--- config.mk ---
export PLATFORM = sky130hd
export DESIGN_NAME = srr_cfg
export DESIGN_NICKNAME = d
export VERILOG_FILES = /design/src/sv/srr_pkg.sv /design/src/sv/srr_cfg.sv
export SDC_FILE = /design/constraint.sdc
export NUM_CORES = 1
export LEC_CHECK = 0
export BUFFER_PORTS_ARGS = -buffer_cell sky130_fd_sc_hd__buf_4
export CORE_AREA = 2 2 177 179
export DETAILED_ROUTE_END_ITERATION = 6
export DIE_AREA = 0 0 179 181
export PLACE_DENSITY = 0.83
export SYNTH_ARGS = -nofsm -noshare
export SYNTH_HDL_FRONTEND = slang
export SYNTH_SLANG_ARGS = --single-unit
--- constraint.sdc ---
create_clock -name clk -period 2.75 [get_ports clk]
set_clock_uncertainty 0.15 [all_clocks]
set_input_delay 0.4125 -clock clk [delete_from_list [all_inputs] [get_ports clk]]
set_output_delay 0.4125 -clock clk [all_outputs]
set_load 0.005 [all_outputs]
--- src/sv/srr_pkg.sv ---
package srr_pkg;

    localparam int CoordW = 47;
    localparam int NumW   = 72;
    localparam int QuotW  = 72;

    localparam logic [2:0] AddrFocal = 3'd0;
    localparam logic [2:0] AddrPx    = 3'd1;
    localparam logic [2:0] AddrPy    = 3'd2;
    localparam logic [2:0] AddrOff   = 3'd3;
    localparam logic [2:0] AddrRot0  = 3'd4;
    localparam logic [2:0] AddrRot1  = 3'd5;
    localparam logic [2:0] AddrRot2  = 3'd6;
    localparam logic [2:0] AddrTrans = 3'd7;

    typedef struct packed {
        logic [23:0] focal;
        logic [23:0] px;
        logic [23:0] py;
        logic signed [23:0] off;
        logic [53:0] rot0;
        logic [53:0] rot1;
        logic [53:0] rot2;
        logic [62:0] trans;
    } cfg_t;

    typedef struct packed {
        logic signed [31:0] ou;
        logic signed [31:0] ov;
        logic signed [31:0] oru;
        logic signed [31:0] orv;
        logic last;
    } side_t;

endpackage

--- src/sv/srr_cfg.sv ---
module srr_cfg (
    input  logic clk,
    input  logic rst_n,
    input  logic psel,
    input  logic penable,
    input  logic pwrite,
    input  logic [5:0] paddr,
    input  logic [63:0] pwdata,
    output logic [63:0] prdata,
    output srr_pkg::cfg_t cfg
);

    srr_pkg::cfg_t cfg_reg;
    logic [2:0] idx;

    assign idx = paddr[5:3];
    assign cfg = cfg_reg;

    always_ff @(posedge clk or negedge rst_n)
    begin
        if (!rst_n)
        begin
            cfg_reg.focal <= 24'd184027;
            cfg_reg.px    <= 24'd155441;
            cfg_reg.py    <= 24'd47415;
            cfg_reg.off   <= -24'sd98853;
            cfg_reg.rot0  <= 54'd65536;
            cfg_reg.rot1  <= 54'd65536 << 18;
            cfg_reg.rot2  <= 54'd65536 << 36;
            cfg_reg.trans <= '0;
        end
        else if (psel && penable && pwrite && paddr[2:0] == 3'd0)
        begin
            case (idx)
                srr_pkg::AddrFocal: cfg_reg.focal <= pwdata[23:0];
                srr_pkg::AddrPx:    cfg_reg.px    <= pwdata[23:0];
                srr_pkg::AddrPy:    cfg_reg.py    <= pwdata[23:0];
                srr_pkg::AddrOff:   cfg_reg.off   <= pwdata[23:0];
                srr_pkg::AddrRot0:  cfg_reg.rot0  <= pwdata[53:0];
                srr_pkg::AddrRot1:  cfg_reg.rot1  <= pwdata[53:0];
                srr_pkg::AddrRot2:  cfg_reg.rot2  <= pwdata[53:0];
                srr_pkg::AddrTrans: cfg_reg.trans <= pwdata[62:0];
                default: ;
            endcase
        end
    end

    always_comb
    begin
        case (idx)
            srr_pkg::AddrFocal: prdata = {40'd0, cfg_reg.focal};
            srr_pkg::AddrPx:    prdata = {40'd0, cfg_reg.px};
            srr_pkg::AddrPy:    prdata = {40'd0, cfg_reg.py};
            srr_pkg::AddrOff:   prdata = {40'd0, cfg_reg.off};
            srr_pkg::AddrRot0:  prdata = {10'd0, cfg_reg.rot0};
            srr_pkg::AddrRot1:  prdata = {10'd0, cfg_reg.rot1};
            srr_pkg::AddrRot2:  prdata = {10'd0, cfg_reg.rot2};
            srr_pkg::AddrTrans: prdata = {1'b0, cfg_reg.trans};
            default:            prdata = '0;
        endcase
    end

endmodule

==> results.md, run 1 <==
* Area Overhead vs Synth at 36.3%
* Worst R2R Setup Slack at 1.73 ns
* WS Path Type: in2out
* Leak pwr at 10.3 nW
* Die X at 179 µm
* Hold Worst Slack at 0.0258 ns
* Total die area at 32400 µm²
* RR Startpoint: cfg[291]
* Initial DRT Pass Iterations at 5
* Initial antenna violation count at 2
* Distinct cells, synth at 27
* Worst Path Required at 2.19 ns
* Hold Fails Final Rpt at 0
* CTS-repair resized insts at 0
* Post-synthesis mux area share at 34.5%
* CORE AREA at 30300 µm²
* Max stage delay on crit path at 0.60 ns
* Number of setup violations in the final report at 0
* Crit path launch type: input port
* CTS H-tree lvls at 2
* Residual antenna-violating net count after detailed routing at 0
* Fin util at 66.2%
* Area after DPL at 18700 µm²
* Final Cell Area at 20100 µm²
* Vias in the first global route at 11200
* Status: finished clean
* Num CTS Buffers at 35
* Post-DP HPWL at 32.4 mm
* Synth area leaders: dfrtp_1 (45%), mux2_2 (21%), dfstp_2 (9.6%)
* RSZ-0062 raised after global routing: false
* Max_cap viols at 0
* Vias per Instance at 5.74
* DRT iter0 DRCs at 548
* Synthesized net count at 1047
* Die Y at 181 µm
* Drt wl/cell at 24.9 µm
* CP max-delay cell: mux4_2
* Setup crit end kind: output pin
* Post-Syn Instances at 972
* Final Wtd Congestion at 0.881
* Reg2Reg Depth at 1
* Io pins at 460
* Simple-Gate Fraction of Synth Area at 4.15%
* Clock Tree Buf Depth at 3
* Arrival @ worst endpoint at 1.87 ns
* Post-synthesis register bit count at 321
* Sequence of cells on the critical path: buf_4, buf_12, mux4_2, and2_1, buf_4
* Max Fclk at 412 MHz
* Synth Area in XOR/XNOR at 0%
* Most frequent CP cell: buf_4
* Fillcell total at 2157
* PD cells at 555 nW/µm²
* Layout cells sized above 1 at 63.5%
* Vias at 10800
* Crit path time final at 2.43 ns
* Synth Area in Adders at 0%
* CP Max Fanout at 41
* Final nets at 1527
* Largest register FFs at 321
* Max-slew headroom at 60.5%
* Port buffer count at 457
* Hold path cells at 2
* Compound-Gate Fraction of Synth Area at 3.67%
* Buffers & Inverters on Critical Path at 3
* Total global-route track usage at 28.2%
* Hold EP: cfg[97]
* Worst vdd ir at 0.404 mV
* First-pass GRT wire length at 68.8 mm
* TNS Setup at 0 ns
* Prevailing post-synth register cell: dfrtp_1
* Mapped cell area at 14700 µm²
* Register area share after synthesis at 55.0%
* Critical path depth at 5
* Clk_lat worst skew at 0.50 ns
* Worst r2r dst: cfg[291]
* FFs w/ async S/R, synth at 100%
* Remaining Overflow, GRT at 0
* CTS root buffer: clkbuf_16
* Warnings, synthesis at 0
* Final period utilization at 88.3%
* Hold Path Origin: pwdata[34]
* CTS tree: yes
* Starting Density at 48.6%
* Clk sink count at 321
* Row cnt at 64
* Syn Area/Cell at 15.2 µm²
* Post-synth top area share at 45.3%
* Yosys top cell by area: dfrtp_1
* Slew Limit Fails at 0
* Post-synth EDFFs at 0
* Final WL at 46.7 mm
* Hold crit path type: in2reg
* Clock transition at the registers of the reported paths at 0.05 ns
* Largest family of logic cells by synthesized area: multiplexers
* Final Power at 11.1 mW
* Drt drc at 0
* Largest net degree at the start of global routing at 71
* Actual slew at the worst max-slew pin at 0.592 ns
* Family with the most delay on the worst path: multiplexers
[timing repair]
item                      4_1_cts  5_1_grt
setup buffers                   0        0
hold buffers                   23        0
hold endpoints to repair       89        0
[layer usage]
metal | GRT usage, % | part of all wire, %
met1 | 34.8 | 38
met2 | 47.4 | 50
met3 | 7.51 | 8.7
met4 | 10.3 | 3.3
met5 | 0 | 0
[how the worst max path moves through the flow]
stage / end / slack [ns] / start
floorplan: prdata[20] / 0.39 / paddr[3]
global placement: cfg[91] / 0.31 / paddr[4]
detailed placement: cfg[79] / 0.27 / paddr[1]
CTS: prdata[18] / 0.31 / paddr[4]
global route: prdata[18] / 0.26 / paddr[4]
finish: prdata[40] / 0.32 / paddr[3]
[cell usage after synthesis, types with 3 or more instances]
cell      count
a211oi_1     24
and2_1       30
and3_1        9
buf_2        44
buf_6         7
clkbuf_1     21
dfrtp_1     267
dfstp_2      54
mux2_1       23
mux2_2      278
mux2_4       20
mux2i_1      72
mux4_2       30
nand2b_1      3
nor3b_1      24
nor4_4        5
o22a_1       24
o22ai_1      24
[area by class of cell]
| cell class | instances | area, µm² | area share (%) |
|---|---|---|---|
| Sequential cell | 321 | 8100 | 40.3 |
| Multi-Input combinational cell | 576 | 6240 | 31.1 |
| Timing Repair Buffer | 517 | 4110 | 20.5 |
| Clock buffer | 50 | 1010 | 5.05 |
| Tap cell | 396 | 495 | 2.47 |
| Clock inverter | 13 | 121 | 0.604 |
| Antenna cell | 2 | 5.00 | 0.0249 |
| Inverter | 1 | 3.75 | 0.0187 |
[cell families after synthesis]
| group | Yosys count |
|---|---|
| AOI/OAI and AO/OA | 72 |
| buffers and inverters | 75 |
| DFF | 321 |
| muxes | 423 |
| other | 1 |
| and+or+nand+nor | 80 |
[through the flow]
stage	worst slack (ns)	instances
6_report	0.322	1876
4_1_cts	0.312	1874
5_1_grt	0.258	1876
3_5_place_dp	0.270	1788
2_1_floorplan	0.394	972
3_3_place_gp	0.310	1788
[report_power, final]
part           switching (mW)  total, mW  internal (mW)  leakage [nW]
Combinational           0.585       1.32          0.736          5.52
Sequential              0.213       5.20           4.98          4.24
Clock                    1.87       4.63           2.76         0.563
Total                    2.67       11.1           8.48          10.3
[cells in the final DEF (no fill, tap or decap), types with 13 or more instances in the layout]
cell type and n:
mux2_2 278, mux2_4 20, mux4_2 30, and2_1 30, nor3b_1 24, buf_12 13, o22ai_1 24, mux2_1 23
buf_4 479, clkbuf_16 37, mux2i_1 72, dfrtp_1 267, dlygate4sd3_1 23, dfstp_2 54, o22a_1 24, a211oi_1 24
Power figures use the tool's default switching activity.
==> run 2: changes to the inputs <==
Settings changed: ABC_AREA set to 1, CORE_AREA 2 2 177 179 to unset, CORE_ASPECT_RATIO set to 1.75, CORE_UTILIZATION set to 44, DIE_AREA 0 0 179 181 to unset, PLACE_DENSITY 0.83 to 0.78.
==> run 2 against run 1 <==
  * Maximum frequency down 2.4%
  * Sequential share of layout area is 1.4 points higher
  * Count of clock-buffer cells in the layout down 6
  * Synthesized area fell by 3.7%
  * Critical path type unchanged
  * Highest routed layer is now met5
==> results.md, run 2 <==
* Final Cell Area at 19400 µm² (-3.4%)
* CTS tree: yes
* CTS root buffer: clkbuf_16
* Actual slew at the worst max-slew pin at 0.673 ns (+0.0813 ns)
* Max_cap viols at 0 (unchanged)
* Hold Fails Final Rpt at 0 (unchanged)
* Synthesized net count at 1782 (+70%)
* Status: finished clean
* RSZ-0062 raised after global routing: false
* Commonest cells post-synth: nand2_1 (574), dfrtp_1 (267), o21ai_0 (252)
* Hold Worst Slack at 0.0208 ns (-0.00492 ns)
* Max-slew headroom at 55.1% (-5.4 points)
* Max stage delay on crit path at 0.32 ns (-0.28 ns)
* Prevailing post-synth register cell: dfrtp_1
* Post-DP HPWL at 34.7 mm (+7.4%)
* Crit path time final at 2.49 ns (+0.0585 ns)
* Total die area at 33000 µm² (+1.9%)
* Most frequent cells in the layout: nand2_1 (570), buf_4 (488), dfrtp_1 (267), o21ai_0 (252), nand4_1 (128)
* Placed Cells at 2480 (+39%)
* Hold crit path type: in2reg
* Warnings, synthesis at 0 (unchanged)
* Vias in the first global route at 13900 (+25%)
* Starting Density at 44.9% (-3.7 points)
* Register area share after synthesis at 57.1% (+2.1 points)
* Final WL at 51.2 mm (+9.7%)
* Post-Syn Instances at 1707 (+76%)
* Crit path launch type: input port
* Simple-Gate Fraction of Synth Area at 25.8% (+22 points)
* Post-Place Worst Slack at 0.356 ns (+0.0853 ns)
* CTS H-tree lvls at 1 (-1)
* Final period utilization at 90.4% (+2.1 points)
* Largest register FFs at 321 (unchanged)
* Largest net degree at the start of global routing at 79 (+11%)
* Max Fclk at 402 MHz (-2.4%)
* TNS Setup at 0 ns (unchanged)
* Post-synth top area share at 47.1% (+1.7 points)
* Fin util at 61.4% (-4.8 points)
* Clk_lat worst skew at 0.55 ns (+0.05 ns)
* Drt drc at 0 (unchanged)
* Row cnt at 86 (+34%)
* CP Max Fanout at 50 (+22%)
* Final Wtd Congestion at 0.955 (+8.5%)
* Most common cell in the netlist: nand2_1
* Die Y at 240 µm (+32%)
* Buffers & Inverters on Critical Path at 4 (+1)
* Layout cells sized above 1 at 28.6% (-35 points)
* CORE AREA at 31600 µm² (+4.2%)
* Mapped cell area at 14200 µm² (-3.7%)
* Final nets at 2215 (+45%)
* Post-synth EDFFs at 0 (unchanged)
* DRT iter0 DRCs at 982 (+79%)
* Post-synthesis mux area share at 0% (-35 points)
* Worst Setup Slack, final at 0.263 ns (-0.0585 ns)
* Most frequent CP cell: buf_4
* Compound-Gate Fraction of Synth Area at 11.0% (+7.3 points)
* Postcts setup bufs at 0 (unchanged)
* Num CTS Buffers at 29 (-17%)
* Residual antenna-violating net count after detailed routing at 0 (unchanged)
* Drt wl/cell at 20.0 µm (-20%)
* Synth area leaders: dfrtp_1 (47%), nand2_1 (15%), dfstp_2 (10%)
* Family with the most delay on the worst path: buffers and inverters
* Clock Tree Buf Depth at 3 (unchanged)
* Synth Area in XOR/XNOR at 0% (unchanged)
* Number of setup violations in the final report at 0 (unchanged)
* Leak pwr at 9.83 nW (-4.7%)
* Clock transition at the registers of the reported paths at 0.06 ns (about the same)
* Slew Limit Fails at 0 (unchanged)
* PD cells at 557 nW/µm² (+0.39%)
* FFs w/ async S/R, synth at 100% (unchanged)
* Remaining Overflow, GRT at 0 (unchanged)
* Setup crit end kind: output pin
* Synth Area in Adders at 0% (unchanged)
* Yosys top cell by area: dfrtp_1
* Sequence of cells on the critical path: buf_4, nand2_1, nor2_4, buf_12, clkinv_1, nor2_1, buf_4
* Initial antenna violation count at 2 (unchanged)
* CP max-delay cell: clkinv_1
* Distinct cells, synth at 22 (-19%)
* Die X at 138 µm (-23%)
* Area Overhead vs Synth at 36.8%
* WS Path Type: in2out
* Largest family of logic cells by synthesized area: simple AND/OR/NAND/NOR gates
* Area after DPL at 18100 µm² (-3.1%)
* Port buffer count at 457 (unchanged)
* Worst vdd ir at 0.629 mV (+56%)
* Vias per Instance at 5.60 (-2.4%)
* First-pass GRT wire length at 78.2 mm (+14%)
* Syn Area/Cell at 8.32 µm² (-45%)
* Clk sink count at 321 (unchanged)
* Vias at 14300 (+33%)
* Final Non-Filler Cells at 2559 (+36%)
* Commonest non-fill, non-tap cell in the layout: nand2_1
* Post-synthesis register bit count at 321 (unchanged)
* Arrival @ worst endpoint at 1.92 ns (+0.05 ns)
* Io pins at 460 (unchanged)
* Final Power at 10.8 mW (-3.0%)
* Total global-route track usage at 31.1% (+2.8 points)
* Worst Path Required at 2.19 ns (about the same)
* Initial DRT Pass Iterations at 5 (unchanged)
-- run 2: worst paths after layout --
kind,endpoint,start,cells past startpoint,slack [ns]
max,prdata[62],paddr[4],7,0.26
min,cfg[46],pwdata[46],3,0.02
max reg2reg,cfg[151],cfg[151],2,1.80
min reg2reg,cfg[264],cfg[264],2,0.33
max in group asynchronous,cfg[314],rst_n,3,1.34
min in group asynchronous,cfg[76],rst_n,2,0.31
-- run 2: cell families after synthesis --
kind of cell,after synthesis
and+or+nand+nor,856
DFF,321
AOI/OAI and AO/OA,312
buffers and inverters,217
other,1
-- run 2: tightest hold or removal path, delay by kind of cell --
| family | cells | cell delay, ns |
|---|---|---|
| AOI/OAI and AO/OA | 1 | 0.13 |
| buffers and inverters | 2 | 0.15 |
-- run 2: timing repair --
action                    in CTS  in global routing
hold endpoints to repair      93                  0
gates resized for setup        0                  0
hold buffers                  25                  0
-- run 2: power breakdown --
| group | leakage, nW | internal (mW) | switching [mW] | total (mW) |
|---|---|---|---|---|
| Sequential | 4.24 | 4.98 | 0.211 | 5.19 |
| Combinational | 5.09 | 0.572 | 0.671 | 1.24 |
| Clock | 0.504 | 2.60 | 1.78 | 4.38 |
| Total | 9.83 | 8.15 | 2.67 | 10.8 |
-- run 2: area by class of cell --
class	instances	area, µm²
diodes	1	2.50
clock buffers	44	852
clock inverters	9	174
fillers	2678	12200
inverters	93	352
multi-input cells	1169	5280
flip-flops and latches	321	8100
well taps	396	495
repair buffers	526	4170
-- run 2: routing by layer --
| metal | up-vias | share of wire, % | GRT usage (%) |
|---|---|---|---|
| li1 | 6470 | - | - |
| met1 | 6897 | 35 | 36.5 |
| met2 | 759 | 49 | 51.0 |
| met3 | 203 | 8.5 | 6.20 |
| met4 | 2 | 7.3 | 20.2 |
| met5 | - | 0.025 | 0 |
==> run 3: changes to the inputs <==
Settings changed: REMOVE_ABC_BUFFERS set to 1.
==> run 3 against run 2 <==
  * Critical path depth is 1 higher
  * Flip-flop and latch count stayed put
  * Final cell count is 0.20% higher
  * Die area stayed put
  * Sequential share of layout area is 0.38 points lower
  * Global-route usage is 0.25 points higher
  * Sequential power hardly changed
  * Design area is 0.91% higher
  * Combinational power hardly changed
  * Hold slack worse by 0.0099 ns
  * Total power is 1.6% higher
==> results.md, run 3 (same netlist as run 2, synthesis figures left out) <==
* Arrival @ worst endpoint at 1.85 ns (-0.07 ns)
* Clk_lat worst skew at 0.57 ns (+0.02 ns)
* Fin util at 61.9% (+0.56 points)
* Clock Tree Buf Depth at 3 (unchanged)
* Sequence of cells on the critical path: buf_4, inv_4, nand3_2, buf_4, nor2_1, nor2_1, nand3_1, buf_4
* Port buffer count at 457 (unchanged)
* Residual antenna-violating net count after detailed routing at 0 (unchanged)
* Drt drc at 0 (unchanged)
* Num CTS Buffers at 30 (+3.4%)
* Final WL at 52.5 mm (+2.4%)
* Vias in the first global route at 13800 (-1.0%)
* Area Overhead vs Synth at 38.1%
* Worst R2R Setup Slack at 1.78 ns (-0.02 ns)
* Hold crit path type: in2reg
* Fillcell total at 2647 (-1.2%)
* Initial DRT Pass Iterations at 5 (unchanged)
* Clk sink count at 321 (unchanged)
* CTS H-tree lvls at 1 (unchanged)
* Commonest non-fill, non-tap cell in the layout: nand2_1
* Footprint of the multi-input gates at 5280 µm² (about the same)
* Largest net degree at the start of global routing at 109 (+38%)
* Slew Limit Fails at 0 (unchanged)
* CTS root buffer: clkbuf_16
* Total global-route track usage at 31.3% (+0.25 points)
* Row cnt at 86 (unchanged)
* Clock transition at the registers of the reported paths at 0.06 ns (about the same)
* Leak pwr at 9.90 nW (+0.64%)
* Actual slew at the worst max-slew pin at 0.667 ns (-0.00629 ns)
* Die X at 138 µm (unchanged)
* Status: finished clean
* Crit path time final at 2.41 ns (-0.0731 ns)
* Die Y at 240 µm (unchanged)
* Final period utilization at 87.8% (-2.7 points)
* Most frequent CP cell: buf_4
* FF/Latch Area at 8100 µm² (unchanged)
* Final Wtd Congestion at 0.887 (-7.2%)
* Final Power at 11.0 mW (+1.6%)
* Crit path launch type: input port
* Family with the most delay on the worst path: buffers and inverters
* Final nets at 2219 (+0.18%)
* Worst Path Required at 2.19 ns (about the same)
* Buffers & Inverters on Critical Path at 4 (unchanged)
* Worst vdd ir at 0.595 mV (-5.3%)
* DRT iter0 DRCs at 968 (-1.4%)
* Max stage delay on crit path at 0.44 ns (+0.12 ns)
* Largest register FFs at 321 (unchanged)
* Starting Density at 44.9% (unchanged)
* Hold Fails Final Rpt at 0 (unchanged)
* Setup crit end kind: output pin
* Vias at 14200 (-1.2%)
* RSZ-0062 raised after global routing: false
* Layout cells sized above 1 at 28.6% (-0.033 points)
* Most frequent cells in the layout: nand2_1 (570), buf_4 (475), dfrtp_1 (267), o21ai_0 (252), nand4_1 (128)
* CTS tree: yes
* # diodes at 0 (-1)
* PD cells at 561 nW/µm² (+0.73%)
* CP max-delay cell: buf_4
* Drt wl/cell at 20.5 µm (+2.2%)
* Total die area at 33000 µm² (unchanged)
* WS Path Type: in2out
* Vias per Instance at 5.52 (-1.4%)
* Max-slew headroom at 55.5% (+0.42 points)
* CP Max Fanout at 24 (-52%)
* Initial antenna violation count at 0 (-2)
* Remaining Overflow, GRT at 0 (unchanged)
* Max_cap viols at 0 (unchanged)
* First-pass GRT wire length at 78.6 mm (+0.50%)
* Max Fclk at 414 MHz (+3.0%)
* Post-DP HPWL at 34.0 mm (-2.3%)
* CORE AREA at 31600 µm² (unchanged)
* Number of setup violations in the final report at 0 (unchanged)
* Io pins at 460 (unchanged)
## run 3: layer usage
layer,vias up,global-route usage (%),wire [µm]
met5,-,0,0
met4,0,18.1,3040
met3,172,6.03,4380
met2,763,54.0,26700
met1,6746,35.5,18400
li1,6484,-,-
## run 3: stage by stage
step | setup TNS [ns] | std cells | worst slack, ns | hold slack [ns] | area, µm²
5_1_grt | 0 | 2564 | 0.263 | 0.0293 | 19600
6_report | 0 | 2564 | 0.336 | 0.0109 | 19600
2_1_floorplan | -186.46 | 1583 | -1.11 | -0.0331 | 13700
4_1_cts | 0 | 2564 | 0.347 | 0.00287 | 19600
3_3_place_gp | 0 | 2473 | 0.373 | 0.279 | 18200
3_5_place_dp | 0 | 2473 | 0.351 | 0.287 | 18200
## run 3: path summary, 6_finish.rpt
path	from	to	cells past startpoint
setup / recovery	paddr[3]	prdata[10]	8
hold / removal	pwdata[32]	cfg[149]	3
setup reg to reg	cfg[247]	cfg[247]	2
hold reg to reg	cfg[262]	cfg[262]	2
max in group asynchronous	rst_n	cfg[257]	3
min in group asynchronous	rst_n	cfg[82]	2
## run 3: final cells by class
| cell class | instances | area share (%) |
|---|---|---|
| Clock buffer | 36 | 4.16 |
| Clock inverter | 20 | 1.35 |
| Inverter | 93 | 1.79 |
| Multi-Input combinational cell | 1169 | 26.9 |
| Sequential cell | 321 | 41.3 |
| Tap cell | 396 | 2.53 |
| Timing Repair Buffer | 529 | 21.9 |
## run 3: what timing repair did
action                                 in CTS  in global routing
gates resized for setup                     0                  0
hold buffers                               35                  0
endpoints found under the hold margin     109                  0
buffers inserted                            0                  0
## run 3: worst register-to-register path: cells and delay by family, from the launching register on
kind,cells,cell delay [ns]
AO/OA/AOI/OAI,1,0.11
flip-flops,1,0.57
AND/OR/NAND/NOR,1,0.06
## run 3: report_power, final
group	internal [mW]	switching (mW)	total (mW)
clock	2.68	1.87	4.54
combinational	0.582	0.678	1.26
sequential	4.98	0.213	5.19
total	8.24	2.76	11.0
